## config.mk

```make
export PLATFORM = sky130hd
export DESIGN_NAME = fat_entry_and_cluster_locator
export DESIGN_NICKNAME = d
export VERILOG_FILES = /design/src/fatl_pkg.sv /design/src/fat_entry_and_cluster_locator.sv /design/src/fatl_sdiv.sv /design/src/fatl_pdiv.sv
export SDC_FILE = /design/constraint.sdc
export NUM_CORES = 2
export LEC_CHECK = 0
export BUFFER_PORTS_ARGS = -buffer_cell sky130_fd_sc_hd__buf_2
export CAP_MARGIN = 15
export CORE_MARGIN = 10
export CORE_UTILIZATION = 50
export CTS_CLUSTER_DIAMETER = 40
export DETAILED_ROUTE_END_ITERATION = 8
export PLACE_DENSITY = 0.7
export SLEW_MARGIN = 20
export SYNTH_ARGS = -nofsm -noshare
export SYNTH_HDL_FRONTEND = slang
export SYNTH_SLANG_ARGS = --single-unit
```

## constraint.sdc

```tcl
create_clock -name clk -period 26.2 [get_ports clk]
set_input_delay 5.24 -clock clk [delete_from_list [all_inputs] [get_ports clk]]
set_output_delay 5.24 -clock clk [all_outputs]
set_load 0.005 [all_outputs]
```

## src/fatl_pkg.sv

```systemverilog
// Shared types, widths and constants of the FAT entry and cluster locator.
// Used by fatl_sdiv, fatl_pdiv and fat_entry_and_cluster_locator; no dependencies.
package fatl_pkg;

  localparam int unsigned WORD_W    = 32;
  localparam int unsigned BPS_W     = 13;
  localparam int unsigned SPC_W     = 8;
  localparam int unsigned RSV_W     = 16;
  localparam int unsigned NFAT_W    = 8;
  localparam int unsigned REC_W     = 16;
  localparam int unsigned SIC_W     = 7;
  localparam int unsigned OFS_W     = 12;
  localparam int unsigned CFG_IDX_W = 3;

  // Quotient bits resolved per stage of the per-word divider.
  localparam int unsigned DEF_DIV_BITS_PER_STAGE = 8;

  // Configuration register indexes.
  localparam logic [CFG_IDX_W-1:0] CFG_BYTES_PER_SECTOR    = 3'd0;
  localparam logic [CFG_IDX_W-1:0] CFG_SECTORS_PER_CLUSTER = 3'd1;
  localparam logic [CFG_IDX_W-1:0] CFG_RESERVED_SECTORS    = 3'd2;
  localparam logic [CFG_IDX_W-1:0] CFG_NUMBER_OF_FATS      = 3'd3;
  localparam logic [CFG_IDX_W-1:0] CFG_ROOT_ENTRY_COUNT    = 3'd4;
  localparam logic [CFG_IDX_W-1:0] CFG_FAT_SIZE_SECTORS    = 3'd5;
  localparam logic [CFG_IDX_W-1:0] CFG_TOTAL_SECTORS       = 3'd6;

  // Register values after reset (a 1.44 MB floppy layout).
  localparam logic [BPS_W-1:0]  RST_BYTES_PER_SECTOR    = 13'd512;
  localparam logic [SPC_W-1:0]  RST_SECTORS_PER_CLUSTER = 8'd1;
  localparam logic [RSV_W-1:0]  RST_RESERVED_SECTORS    = 16'd1;
  localparam logic [NFAT_W-1:0] RST_NUMBER_OF_FATS      = 8'd2;
  localparam logic [REC_W-1:0]  RST_ROOT_ENTRY_COUNT    = 16'd224;
  localparam logic [WORD_W-1:0] RST_FAT_SIZE_SECTORS    = 32'd9;
  localparam logic [WORD_W-1:0] RST_TOTAL_SECTORS       = 32'd2880;

  // Geometry constants.
  localparam logic [WORD_W-1:0] FAT16_MIN_CLUSTERS_MINUS_ONE = 32'd4084;
  localparam int unsigned       DIR_ENTRY_SHIFT              = 5;   // 32-byte entries
  localparam logic [WORD_W-1:0] FAT12_ENTRY_BITS             = 32'd12;
  localparam logic [WORD_W-1:0] FIRST_DATA_CLUSTER           = 32'd2;
  localparam logic [WORD_W-1:0] FAT12_RSV_START              = 32'h0000_0FF0;
  localparam logic [WORD_W-1:0] FAT16_RSV_START              = 32'h0000_FFF0;
  localparam logic [WORD_W-1:0] FAT32_RSV_START              = 32'h0FFF_FFF0;

  typedef enum logic [1:0] {
    KIND_FAT12 = 2'd0,
    KIND_FAT16 = 2'd1,
    KIND_FAT32 = 2'd2
  } fat_kind_t;

  // Sequencer that derives the geometry values after reset or a register write.
  typedef enum logic [2:0] {
    SEQ_ROOT,
    SEQ_ROOT_WAIT,
    SEQ_FIRST,
    SEQ_COUNT,
    SEQ_COUNT_WAIT,
    SEQ_READY
  } seq_state_t;

  // Fields that ride along the divider pipeline beside the division itself.
  typedef struct packed {
    fat_kind_t         kind;
    logic              odd_nibble;
    logic              end_of_chain;
    logic [WORD_W-1:0] data_sector;
  } side_t;

endpackage

```

## src/fat_entry_and_cluster_locator.sv

```systemverilog
// Top level of the FAT entry and cluster locator: configuration registers,
// geometry sequencer and item pipeline. Depends on fatl_pkg, fatl_sdiv, fatl_pdiv.

// For each cluster number word taken on start, the block returns the FAT variant,
// the sector and byte offset of the cluster's entry in the first FAT, the odd
// nibble flag of FAT12, the end-of-chain flag and the absolute sector of the
// requested sector of the cluster's data. A word is taken at a clock edge with
// start high and busy low; one result word appears on the out_ ports for a single
// cycle with out_strobe high, once it has passed the input register, the entry
// offset stage, the divider stages and the output register. The receiver cannot
// stall, so the pipeline never holds and a new word may be taken in every cycle
// while busy is low. The values derived from the boot-sector geometry (first
// data sector, cluster count and FAT variant) are worked out by a sequencer that
// shares one serial divider, a bit per cycle; it runs after reset and after every
// configuration write, and busy stays high meanwhile. Writes are always taken
// (cfg_ready is tied high) and a write to an unknown index leaves the registers
// as they were but still restarts the sequencer. Registers may be written only
// while no result is outstanding.
module fat_entry_and_cluster_locator #(
  parameter int unsigned DIV_BITS_PER_STAGE = fatl_pkg::DEF_DIV_BITS_PER_STAGE
) (
  input  logic                           clk,
  input  logic                           rst_n,
  // Input word.
  input  logic                           start,
  output logic                           busy,
  input  logic [fatl_pkg::WORD_W-1:0]    in_cluster,
  input  logic [fatl_pkg::SIC_W-1:0]     in_sector_in_cluster,
  // Result word.
  output logic                           out_strobe,
  output logic [1:0]                     out_fat_kind,
  output logic [fatl_pkg::WORD_W-1:0]    out_fat_sector,
  output logic [fatl_pkg::OFS_W-1:0]     out_fat_byte_offset,
  output logic                           out_odd_nibble,
  output logic                           out_end_of_chain,
  output logic [fatl_pkg::WORD_W-1:0]    out_data_sector,
  // Configuration write channel.
  input  logic                           cfg_valid,
  output logic                           cfg_ready,
  input  logic [fatl_pkg::CFG_IDX_W-1:0] cfg_index,
  input  logic [fatl_pkg::WORD_W-1:0]    cfg_data
);

  localparam int unsigned W       = fatl_pkg::WORD_W;
  localparam int unsigned STAGES  = W / DIV_BITS_PER_STAGE;
  localparam int unsigned LATENCY = STAGES + 3;

  // ---------------------------------------------------------------------------
  // Configuration registers. The write port never pushes back.
  // ---------------------------------------------------------------------------
  logic                         cfg_wr;
  logic [fatl_pkg::BPS_W-1:0]   bps_r;
  logic [fatl_pkg::SPC_W-1:0]   spc_r;
  logic [fatl_pkg::RSV_W-1:0]   rsv_r;
  logic [fatl_pkg::NFAT_W-1:0]  nfat_r;
  logic [fatl_pkg::REC_W-1:0]   rec_r;
  logic [W-1:0]                 fsz_r;
  logic [W-1:0]                 tot_r;

  assign cfg_ready = 1'b1;
  assign cfg_wr    = cfg_valid && cfg_ready;

  always_ff @(posedge clk) begin
    if (!rst_n) begin
      bps_r  <= fatl_pkg::RST_BYTES_PER_SECTOR;
      spc_r  <= fatl_pkg::RST_SECTORS_PER_CLUSTER;
      rsv_r  <= fatl_pkg::RST_RESERVED_SECTORS;
      nfat_r <= fatl_pkg::RST_NUMBER_OF_FATS;
      rec_r  <= fatl_pkg::RST_ROOT_ENTRY_COUNT;
      fsz_r  <= fatl_pkg::RST_FAT_SIZE_SECTORS;
      tot_r  <= fatl_pkg::RST_TOTAL_SECTORS;
    end else if (cfg_wr) begin
      case (cfg_index)
        fatl_pkg::CFG_BYTES_PER_SECTOR:    bps_r  <= cfg_data[fatl_pkg::BPS_W-1:0];
        fatl_pkg::CFG_SECTORS_PER_CLUSTER: spc_r  <= cfg_data[fatl_pkg::SPC_W-1:0];
        fatl_pkg::CFG_RESERVED_SECTORS:    rsv_r  <= cfg_data[fatl_pkg::RSV_W-1:0];
        fatl_pkg::CFG_NUMBER_OF_FATS:      nfat_r <= cfg_data[fatl_pkg::NFAT_W-1:0];
        fatl_pkg::CFG_ROOT_ENTRY_COUNT:    rec_r  <= cfg_data[fatl_pkg::REC_W-1:0];
        fatl_pkg::CFG_FAT_SIZE_SECTORS:    fsz_r  <= cfg_data;
        fatl_pkg::CFG_TOTAL_SECTORS:       tot_r  <= cfg_data;
        default: ;
      endcase
    end
  end

  // ---------------------------------------------------------------------------
  // Geometry sequencer. It first divides the root directory size by the sector
  // size, then forms the first data sector, then divides the data area by the
  // cluster size to get the cluster count; it and the root entry count pick the FAT variant.
  // ---------------------------------------------------------------------------
  fatl_pkg::seq_state_t state_r, state_nxt;
  logic                 div_start;
  logic                 div_done;
  logic                 sel_count;
  logic                 load_first;
  logic                 load_kind;
  logic [W-1:0]         div_dividend;
  logic [W-1:0]         div_divisor;
  logic [W-1:0]         div_quotient;
  logic [W-1:0]         root_bytes;
  logic [39:0]          nf_fs;
  logic [W-1:0]         first_r;
  fatl_pkg::fat_kind_t  kind_r;

  always_comb begin
    state_nxt = state_r;
    case (state_r)
      fatl_pkg::SEQ_ROOT:       state_nxt = fatl_pkg::SEQ_ROOT_WAIT;
      fatl_pkg::SEQ_ROOT_WAIT:  if (div_done) state_nxt = fatl_pkg::SEQ_FIRST;
      fatl_pkg::SEQ_FIRST:      state_nxt = fatl_pkg::SEQ_COUNT;
      fatl_pkg::SEQ_COUNT:      state_nxt = fatl_pkg::SEQ_COUNT_WAIT;
      fatl_pkg::SEQ_COUNT_WAIT: if (div_done) state_nxt = fatl_pkg::SEQ_READY;
      fatl_pkg::SEQ_READY:      state_nxt = fatl_pkg::SEQ_READY;
      default:                  state_nxt = fatl_pkg::SEQ_ROOT;
    endcase
    // Any write may change the geometry, so the derivation starts over.
    if (cfg_wr) begin
      state_nxt = fatl_pkg::SEQ_ROOT;
    end
  end

  always_comb begin
    div_start  = 1'b0;
    sel_count  = 1'b0;
    load_first = 1'b0;
    load_kind  = 1'b0;
    busy       = 1'b1;
    case (state_r)
      fatl_pkg::SEQ_ROOT:       div_start = 1'b1;
      fatl_pkg::SEQ_ROOT_WAIT:  ;
      fatl_pkg::SEQ_FIRST:      load_first = 1'b1;
      fatl_pkg::SEQ_COUNT: begin
        div_start = 1'b1;
        sel_count = 1'b1;
      end
      fatl_pkg::SEQ_COUNT_WAIT: begin
        sel_count = 1'b1;
        load_kind = div_done;
      end
      fatl_pkg::SEQ_READY:      busy = 1'b0;
      default:                  ;
    endcase
  end

  always_ff @(posedge clk) begin
    if (!rst_n) begin
      state_r <= fatl_pkg::SEQ_ROOT;
    end else begin
      state_r <= state_nxt;
    end
  end

  // Root directory size in bytes plus the rounding term; wraps like the 32-bit
  // sum it stands for when the sector size is zero.
  assign root_bytes = (W'(rec_r) << fatl_pkg::DIR_ENTRY_SHIFT) + (W'(bps_r) - W'(1));

  assign div_dividend = sel_count ? (tot_r - first_r) : root_bytes;
  assign div_divisor  = sel_count ? W'(spc_r) : W'(bps_r);

  fatl_sdiv u_sdiv (
    .clk      (clk),
    .rst_n    (rst_n),
    .start    (div_start),
    .dividend (div_dividend),
    .divisor  (div_divisor),
    .done     (div_done),
    .quotient (div_quotient)
  );

  assign nf_fs = 40'(nfat_r) * 40'(fsz_r);

  // The root directory quotient is still held by the divider in SEQ_FIRST.
  always_ff @(posedge clk) begin
    if (load_first) begin
      first_r <= W'(rsv_r) + nf_fs[W-1:0] + div_quotient;
    end
    if (load_kind) begin
      if (rec_r == '0) begin
        kind_r <= fatl_pkg::KIND_FAT32;
      end else if (div_quotient > fatl_pkg::FAT16_MIN_CLUSTERS_MINUS_ONE) begin
        kind_r <= fatl_pkg::KIND_FAT16;
      end else begin
        kind_r <= fatl_pkg::KIND_FAT12;
      end
    end
  end

  // ---------------------------------------------------------------------------
  // Item pipeline: input register, entry offset stage, divider stages, output
  // register. Valid bits travel with each word.
  // ---------------------------------------------------------------------------
  logic                       accept;
  logic                       v0_r;
  logic [W-1:0]               cluster0_r;
  logic [fatl_pkg::SIC_W-1:0] sic0_r;

  assign accept = start && !busy;

  always_ff @(posedge clk) begin
    if (!rst_n) begin
      v0_r <= 1'b0;
    end else begin
      v0_r <= accept;
    end
  end

  always_ff @(posedge clk) begin
    cluster0_r <= in_cluster;
    sic0_r     <= in_sector_in_cluster;
  end

  // Entry byte position and flags by variant. A FAT12 entry is a byte and a
  // half, so odd clusters begin in the upper nibble.
  logic [W-1:0]               fat12_bits;
  logic [W-1:0]               entry_nxt;
  logic                       odd_nxt;
  logic                       eoc_nxt;
  logic [39:0]                data_prod;
  logic                       v1_r;
  logic [W-1:0]               entry1_r;
  logic                       odd1_r;
  logic                       eoc1_r;
  fatl_pkg::fat_kind_t        kind1_r;
  logic [W-1:0]               prod1_r;
  logic [fatl_pkg::SIC_W-1:0] sic1_r;

  assign fat12_bits = cluster0_r * fatl_pkg::FAT12_ENTRY_BITS;
  assign data_prod  = 40'(spc_r) * 40'(cluster0_r - fatl_pkg::FIRST_DATA_CLUSTER);

  always_comb begin
    entry_nxt = W'(fat12_bits[W-1:3]);
    odd_nxt   = fat12_bits[2:0] != 3'd0;
    eoc_nxt   = cluster0_r >= fatl_pkg::FAT12_RSV_START;
    case (kind_r)
      fatl_pkg::KIND_FAT32: begin
        entry_nxt = {cluster0_r[W-3:0], 2'b00};
        odd_nxt   = 1'b0;
        eoc_nxt   = cluster0_r >= fatl_pkg::FAT32_RSV_START;
      end
      fatl_pkg::KIND_FAT16: begin
        entry_nxt = {cluster0_r[W-2:0], 1'b0};
        odd_nxt   = 1'b0;
        eoc_nxt   = cluster0_r >= fatl_pkg::FAT16_RSV_START;
      end
      fatl_pkg::KIND_FAT12: ;
      default: ;
    endcase
  end

  always_ff @(posedge clk) begin
    if (!rst_n) begin
      v1_r <= 1'b0;
    end else begin
      v1_r <= v0_r;
    end
  end

  always_ff @(posedge clk) begin
    entry1_r <= entry_nxt;
    odd1_r   <= odd_nxt;
    eoc1_r   <= eoc_nxt;
    kind1_r  <= kind_r;
    prod1_r  <= data_prod[W-1:0];
    sic1_r   <= sic0_r;
  end

  // The data sector sum is formed beside the first divider stage.
  fatl_pkg::side_t            side_in;
  fatl_pkg::side_t            side_out;
  logic                       dv_valid;
  logic [W-1:0]               dv_quotient;
  logic [fatl_pkg::BPS_W-1:0] dv_remainder;

  always_comb begin
    side_in.kind         = kind1_r;
    side_in.odd_nibble   = odd1_r;
    side_in.end_of_chain = eoc1_r;
    side_in.data_sector  = prod1_r + first_r + W'(sic1_r);
  end

  fatl_pdiv #(
    .BITS_PER_STAGE (DIV_BITS_PER_STAGE)
  ) u_pdiv (
    .clk           (clk),
    .rst_n         (rst_n),
    .in_valid      (v1_r),
    .in_dividend   (entry1_r),
    .in_side       (side_in),
    .divisor       (bps_r),
    .out_valid     (dv_valid),
    .out_quotient  (dv_quotient),
    .out_remainder (dv_remainder),
    .out_side      (side_out)
  );

  // Output register: add the reserved area to the FAT sector.
  logic                       strobe_r;
  logic [1:0]                 kind_out_r;
  logic [W-1:0]               fat_sector_r;
  logic [fatl_pkg::OFS_W-1:0] offset_r;
  logic                       odd_out_r;
  logic                       eoc_out_r;
  logic [W-1:0]               data_sector_r;

  always_ff @(posedge clk) begin
    if (!rst_n) begin
      strobe_r <= 1'b0;
    end else begin
      strobe_r <= dv_valid;
    end
  end

  always_ff @(posedge clk) begin
    kind_out_r    <= side_out.kind;
    fat_sector_r  <= dv_quotient + W'(rsv_r);
    offset_r      <= dv_remainder[fatl_pkg::OFS_W-1:0];
    odd_out_r     <= side_out.odd_nibble;
    eoc_out_r     <= side_out.end_of_chain;
    data_sector_r <= side_out.data_sector;
  end

  assign out_strobe          = strobe_r;
  assign out_fat_kind        = kind_out_r;
  assign out_fat_sector      = fat_sector_r;
  assign out_fat_byte_offset = offset_r;
  assign out_odd_nibble      = odd_out_r;
  assign out_end_of_chain    = eoc_out_r;
  assign out_data_sector     = data_sector_r;

`ifndef SYNTHESIS
  // Every word taken comes out with out_strobe high after passing the whole pipeline.
  a_latency: assert property (@(posedge clk) disable iff (!rst_n)
    accept |-> ##(LATENCY) out_strobe)
    else $error("result word missing at the pipeline latency");

  // A register write always restarts the geometry derivation.
  a_cfg_restart: assert property (@(posedge clk) disable iff (!rst_n)
    cfg_wr |=> busy)
    else $error("busy low right after a register write");

  // The nibble flag belongs to FAT12 entries only.
  a_odd_fat12: assert property (@(posedge clk) disable iff (!rst_n)
    out_strobe && (out_fat_kind != fatl_pkg::KIND_FAT12) |-> !out_odd_nibble)
    else $error("odd nibble flagged outside FAT12");

  // The derived variant must not move while words are being taken.
  a_kind_stable: assert property (@(posedge clk) disable iff (!rst_n)
    !busy && $past(!busy) |-> $stable(kind_r))
    else $error("FAT variant changed while ready");
`endif

endmodule

```

## src/fatl_sdiv.sv

```systemverilog
// Serial restoring divider, one quotient bit per cycle, 32-bit operands.
// Depends on fatl_pkg for the word width.
module fatl_sdiv (
  input  logic                       clk,
  input  logic                       rst_n,
  input  logic                       start,
  input  logic [fatl_pkg::WORD_W-1:0] dividend,
  input  logic [fatl_pkg::WORD_W-1:0] divisor,
  output logic                       done,
  output logic [fatl_pkg::WORD_W-1:0] quotient
);

  localparam int unsigned W     = fatl_pkg::WORD_W;
  localparam int unsigned CNT_W = $clog2(W);

  logic [W-1:0]     rem_r, rem_nxt;
  logic [W-1:0]     num_r, num_nxt;
  logic [CNT_W-1:0] cnt_r;
  logic             busy_r;
  logic             done_r;
  logic [W:0]       shifted;

  // A zero divisor always subtracts, giving an all-ones quotient.
  always_comb begin
    shifted = {rem_r, num_r[W-1]};
    num_nxt = {num_r[W-2:0], 1'b0};
    rem_nxt = shifted[W-1:0];
    if (shifted >= {1'b0, divisor}) begin
      rem_nxt    = W'(shifted - {1'b0, divisor});
      num_nxt[0] = 1'b1;
    end
  end

  always_ff @(posedge clk) begin
    if (!rst_n) begin
      busy_r <= 1'b0;
      done_r <= 1'b0;
      cnt_r  <= '0;
    end else if (start) begin
      busy_r <= 1'b1;
      done_r <= 1'b0;
      cnt_r  <= '0;
    end else if (busy_r) begin
      cnt_r <= cnt_r + 1'b1;
      if (cnt_r == CNT_W'(W - 1)) begin
        busy_r <= 1'b0;
        done_r <= 1'b1;
      end
    end else begin
      done_r <= 1'b0;
    end
  end

  always_ff @(posedge clk) begin
    if (start) begin
      rem_r <= '0;
      num_r <= dividend;
    end else if (busy_r) begin
      rem_r <= rem_nxt;
      num_r <= num_nxt;
    end
  end

  assign done     = done_r;
  assign quotient = num_r;

endmodule

```

## src/fatl_pdiv.sv

```systemverilog
// Pipelined restoring divider of a 32-bit word by the 13-bit sector size,
// with a side payload carried in step. Depends on fatl_pkg.
module fatl_pdiv #(
  parameter int unsigned BITS_PER_STAGE = fatl_pkg::DEF_DIV_BITS_PER_STAGE
) (
  input  logic                        clk,
  input  logic                        rst_n,
  input  logic                        in_valid,
  input  logic [fatl_pkg::WORD_W-1:0] in_dividend,
  input  fatl_pkg::side_t             in_side,
  input  logic [fatl_pkg::BPS_W-1:0]  divisor,
  output logic                        out_valid,
  output logic [fatl_pkg::WORD_W-1:0] out_quotient,
  output logic [fatl_pkg::BPS_W-1:0]  out_remainder,
  output fatl_pkg::side_t             out_side
);

  localparam int unsigned W      = fatl_pkg::WORD_W;
  localparam int unsigned REM_W  = fatl_pkg::BPS_W;
  localparam int unsigned STAGES = W / BITS_PER_STAGE;

  logic [STAGES-1:0] vld_r;
  logic [REM_W-1:0]  rem_r  [STAGES];
  logic [REM_W-1:0]  rem_nxt[STAGES];
  logic [W-1:0]      num_r  [STAGES];
  logic [W-1:0]      num_nxt[STAGES];
  fatl_pkg::side_t   side_r [STAGES];

  for (genvar g = 0; g < STAGES; g++) begin : g_stage
    logic [REM_W-1:0] rem_in;
    logic [W-1:0]     num_in;

    if (g == 0) begin : g_first
      assign rem_in = '0;
      assign num_in = in_dividend;
    end else begin : g_next
      assign rem_in = rem_r[g-1];
      assign num_in = num_r[g-1];
    end

    // Dividend bits leave at the top of num while quotient bits enter at the bottom.
    always_comb begin : p_step
      logic [REM_W-1:0] r;
      logic [W-1:0]     n;
      logic [REM_W:0]   sh;
      r = rem_in;
      n = num_in;
      for (int i = 0; i < BITS_PER_STAGE; i++) begin
        sh = {r, n[W-1]};
        n  = {n[W-2:0], 1'b0};
        if (sh >= {1'b0, divisor}) begin
          sh   = sh - {1'b0, divisor};
          n[0] = 1'b1;
        end
        r = sh[REM_W-1:0];
      end
      rem_nxt[g] = r;
      num_nxt[g] = n;
    end
  end

  always_ff @(posedge clk) begin
    if (!rst_n) begin
      vld_r <= '0;
    end else begin
      vld_r <= {vld_r[STAGES-2:0], in_valid};
    end
  end

  always_ff @(posedge clk) begin
    side_r[0] <= in_side;
    for (int s = 1; s < STAGES; s++) begin
      side_r[s] <= side_r[s-1];
    end
    for (int s = 0; s < STAGES; s++) begin
      rem_r[s] <= rem_nxt[s];
      num_r[s] <= num_nxt[s];
    end
  end

  assign out_valid     = vld_r[STAGES-1];
  assign out_quotient  = num_r[STAGES-1];
  assign out_remainder = rem_r[STAGES-1];
  assign out_side      = side_r[STAGES-1];

endmodule
```

==> results.yml <==
grt:
  grt_usage_pct: 24.96
  antenna_found_initial: 15
  overflow: 0
  grt_pass1_wl_um: 294800
  first_global_vias: 53472
  grt_start_max_net_pins: 80
routing:
  ant_nets: 0
  drt_wl_total_um: 185300
  vias: 54159
  drc: 0
  drt_iter0_markers: 3770
  vias_per_cell: 5.708
  routedWlPerCell_um: 19.53
  dr.pass1.iters: 6
worst_setup_path:
  path_delay_family: "compound AO/OA/AOI/OAI gates"
  critical_path_class: "register to register"
  slowest_stage: "a2111oi_0"
  cp_common_cell: "o21ai_0"
  cp.arrival_ps: 24890
  crit_fanout: 22
  cpPeakStageDelay_ps: 640
  worstPathRequired_ps: 26820
  crit_buf_inv: 12
  cp-start-kind: "register"
  endpoint_kind: "register"
placement:
  place.gp.congestion: 0.9709
  io_buffers: 159
  dp_hpwl_um: 145300
logic_synthesis:
  synth_top_area_cell: "dfxtp_1"
  yosysSeqAreaShare_pct: 24.27
  yosysTopAreaCellShare_pct: 21.23
  synth_area_um2: 65170
  yosysMostFrequentCell: "nand2_1"
  synthCells: 7512
  ys_seq_elements: 757
  syn_avg_cell_area_um2: 8.675
  yosys-top-cells-area: "dfxtp_1, ha_1, fa_1"
  synth_edf_count: 66
  ys_top_cells_by_count: "nand2_1, ha_1, inv_1, dfxtp_1, a21oi_1"
  synth_ff_type: "dfxtp_1"
  syn_nets: 8717
  yosysUniqueCellTypes: 96
  yosysWarnings: 0
  synth-async-reset-ratio_pct: 0
clock_network:
  htree_num_levels: 3
  cts_tree: "yes"
  cts_setup_buffers: 0
  cts.sinks: 757
  cts_root_buf: "clkbuf_16"
  hold_buffers: 0
  cts_buffers: 115
  clkSlewWorstSetupHoldPaths_ps: 60
  clk_latency_ps: 770
  clockBufferDepth: 3
min_path:
  hp-class: "register to register"
sta:
  fin_setup_tns_ps: 0
  setup_viol: 0
  tightest_slew_ps: 1081
  slew_headroom_pct: 27.83
  final.period_utilization_pct: 92.61
  fmax_mhz: 41.21
  rsz0062_at_grt: "no"
  min_period_ps: 24260
  finalClockSkew_ps: 59.70
  maxSlewViolCount: 0
  finalHoldViolCount: 0
floorplanning:
  dieWidth_um: 381.0
  die_h_um: 381.0
  die_area_um2: 145200
  initial_core_util_pct: 50.33
  core_area_um2: 129500
  placementRows: 132
  ios: 161
final_layout:
  drive_gt1_share_pct: 8.047
  nets: 8849
  fill_cells: 11740
  syn_to_final_growth_pct: 10.43
job:
  drv_cap: 0
outcome:
  status: "finished, final reports clean"
-- layer usage --
metal,GRT usage (%),vias up,wire (um)
met5,0,-,27
met4,12.34,4,10220
met3,3.476,411,11230
met2,40.16,1714,83310
met1,32.73,25956,80570
li1,-,26074,-
-- state kept, by name, indices dropped and copies added (netlist names), 4 cells and up --
signal	cells
cluster0_r	32
u_pdiv.num_r	128
first_r	32
sic0_r	7
rsv_r	16
prod1_r	32
u_pdiv.rem_r	51
u_sdiv.quotient	32
sic1_r	7
fsz_r	32
spc_r	8
u_pdiv.side_r	144
rec_r	16
u_sdiv.rem_r	32
out_data_sector	32
tot_r	32
bps_r	13
entry1_r	32
out_fat_sector	32
u_sdiv.cnt_r	5
u_pdiv.vld_r	4
out_fat_byte_offset	12
nfat_r	8
-- logic make-up after synthesis --
kind of cell,count (synthesis),share of synthesized area [%]
AO/OA/AOI/OAI,1662,16.51
XOR/XNOR,531,7.158
adder cells (fa/ha/maj),1127,26.23
buffers and inverters,932,5.432
flip-flops,757,24.27
multiplexers,229,3.828
other,1,0.005754
AND/OR/NAND/NOR,2273,16.56
-- worst paths after layout --
check	to	cells past startpoint	from	slack (ps)
max reg2reg	u_pdiv.rem_r[1][7]	95	bps_r[4]	1940
max	u_pdiv.rem_r[1][7]	95	bps_r[4]	1940
min	u_pdiv.num_r[0][14]	0	entry1_r[6]	310
min reg2reg	u_pdiv.num_r[0][14]	0	entry1_r[6]	310
-- area by class of cell --
class,count,area [um^2],share of cell area [%]
repair buffers,221,1264,1.756
flip-flops and latches,757,15820,21.99
clock inverters,86,1081,1.502
diodes,5,12.51,0.01739
clock buffers,129,3013,4.187
inverters,726,2735,3.801
multi-input cells,5823,45860,63.72
well taps,1742,2180,3.029
-- worst reg2reg max path, delay by kind of cell (launching register included) --
kind	cells	cell delay [ps]
AND/OR/NAND/NOR	14	2590
flip-flops	1	420
adder cells (fa/ha/maj)	8	3040
buffers and inverters	12	3240
multiplexers	4	1520
AO/OA/AOI/OAI	57	13330
-- stage by stage --
stage               utilization (%)  hold WS [ps]  area, um^2  instances  setup slack, ps
CTS                           55.56         306.8       71940       9484             1989
global placement              52.40         309.6       67850       9269             2820
floorplan                         -         309.6       65170       7512             3189
finish                        55.58         314.7       71960       9489             1935
global route                  55.57         316.7       71950       9485            127.1
detailed placement            52.40         312.1       67850       9269             2118
-- layout by cell type, fill, tap and decap left out, drive strengths merged, types with 102 or more instances in the layout --
master,netlist,final
xnor2,349,349
nand2,869,869
nand3,105,105
a21oi,443,443
fa,399,399
buf,33,221
dfxtp,691,691
xor2,181,181
ha,728,728
a21boi,167,167
nor3,125,125
a21o,172,172
o21ai,392,392
nor2b,144,144
clkbuf,173,129
mux2,140,140
nand2b,102,102
inv,721,755
nor2,431,431
and2,244,244
-- repair_timing --
action	4_1_cts	5_1_grt
endpoints found under the hold margin	0	0
setup endpoints to repair	0	14
resized for setup	0	2
Power is not shown: default switching activity piles up to over one toggle a cycle in this logic, so the estimate is an artifact.
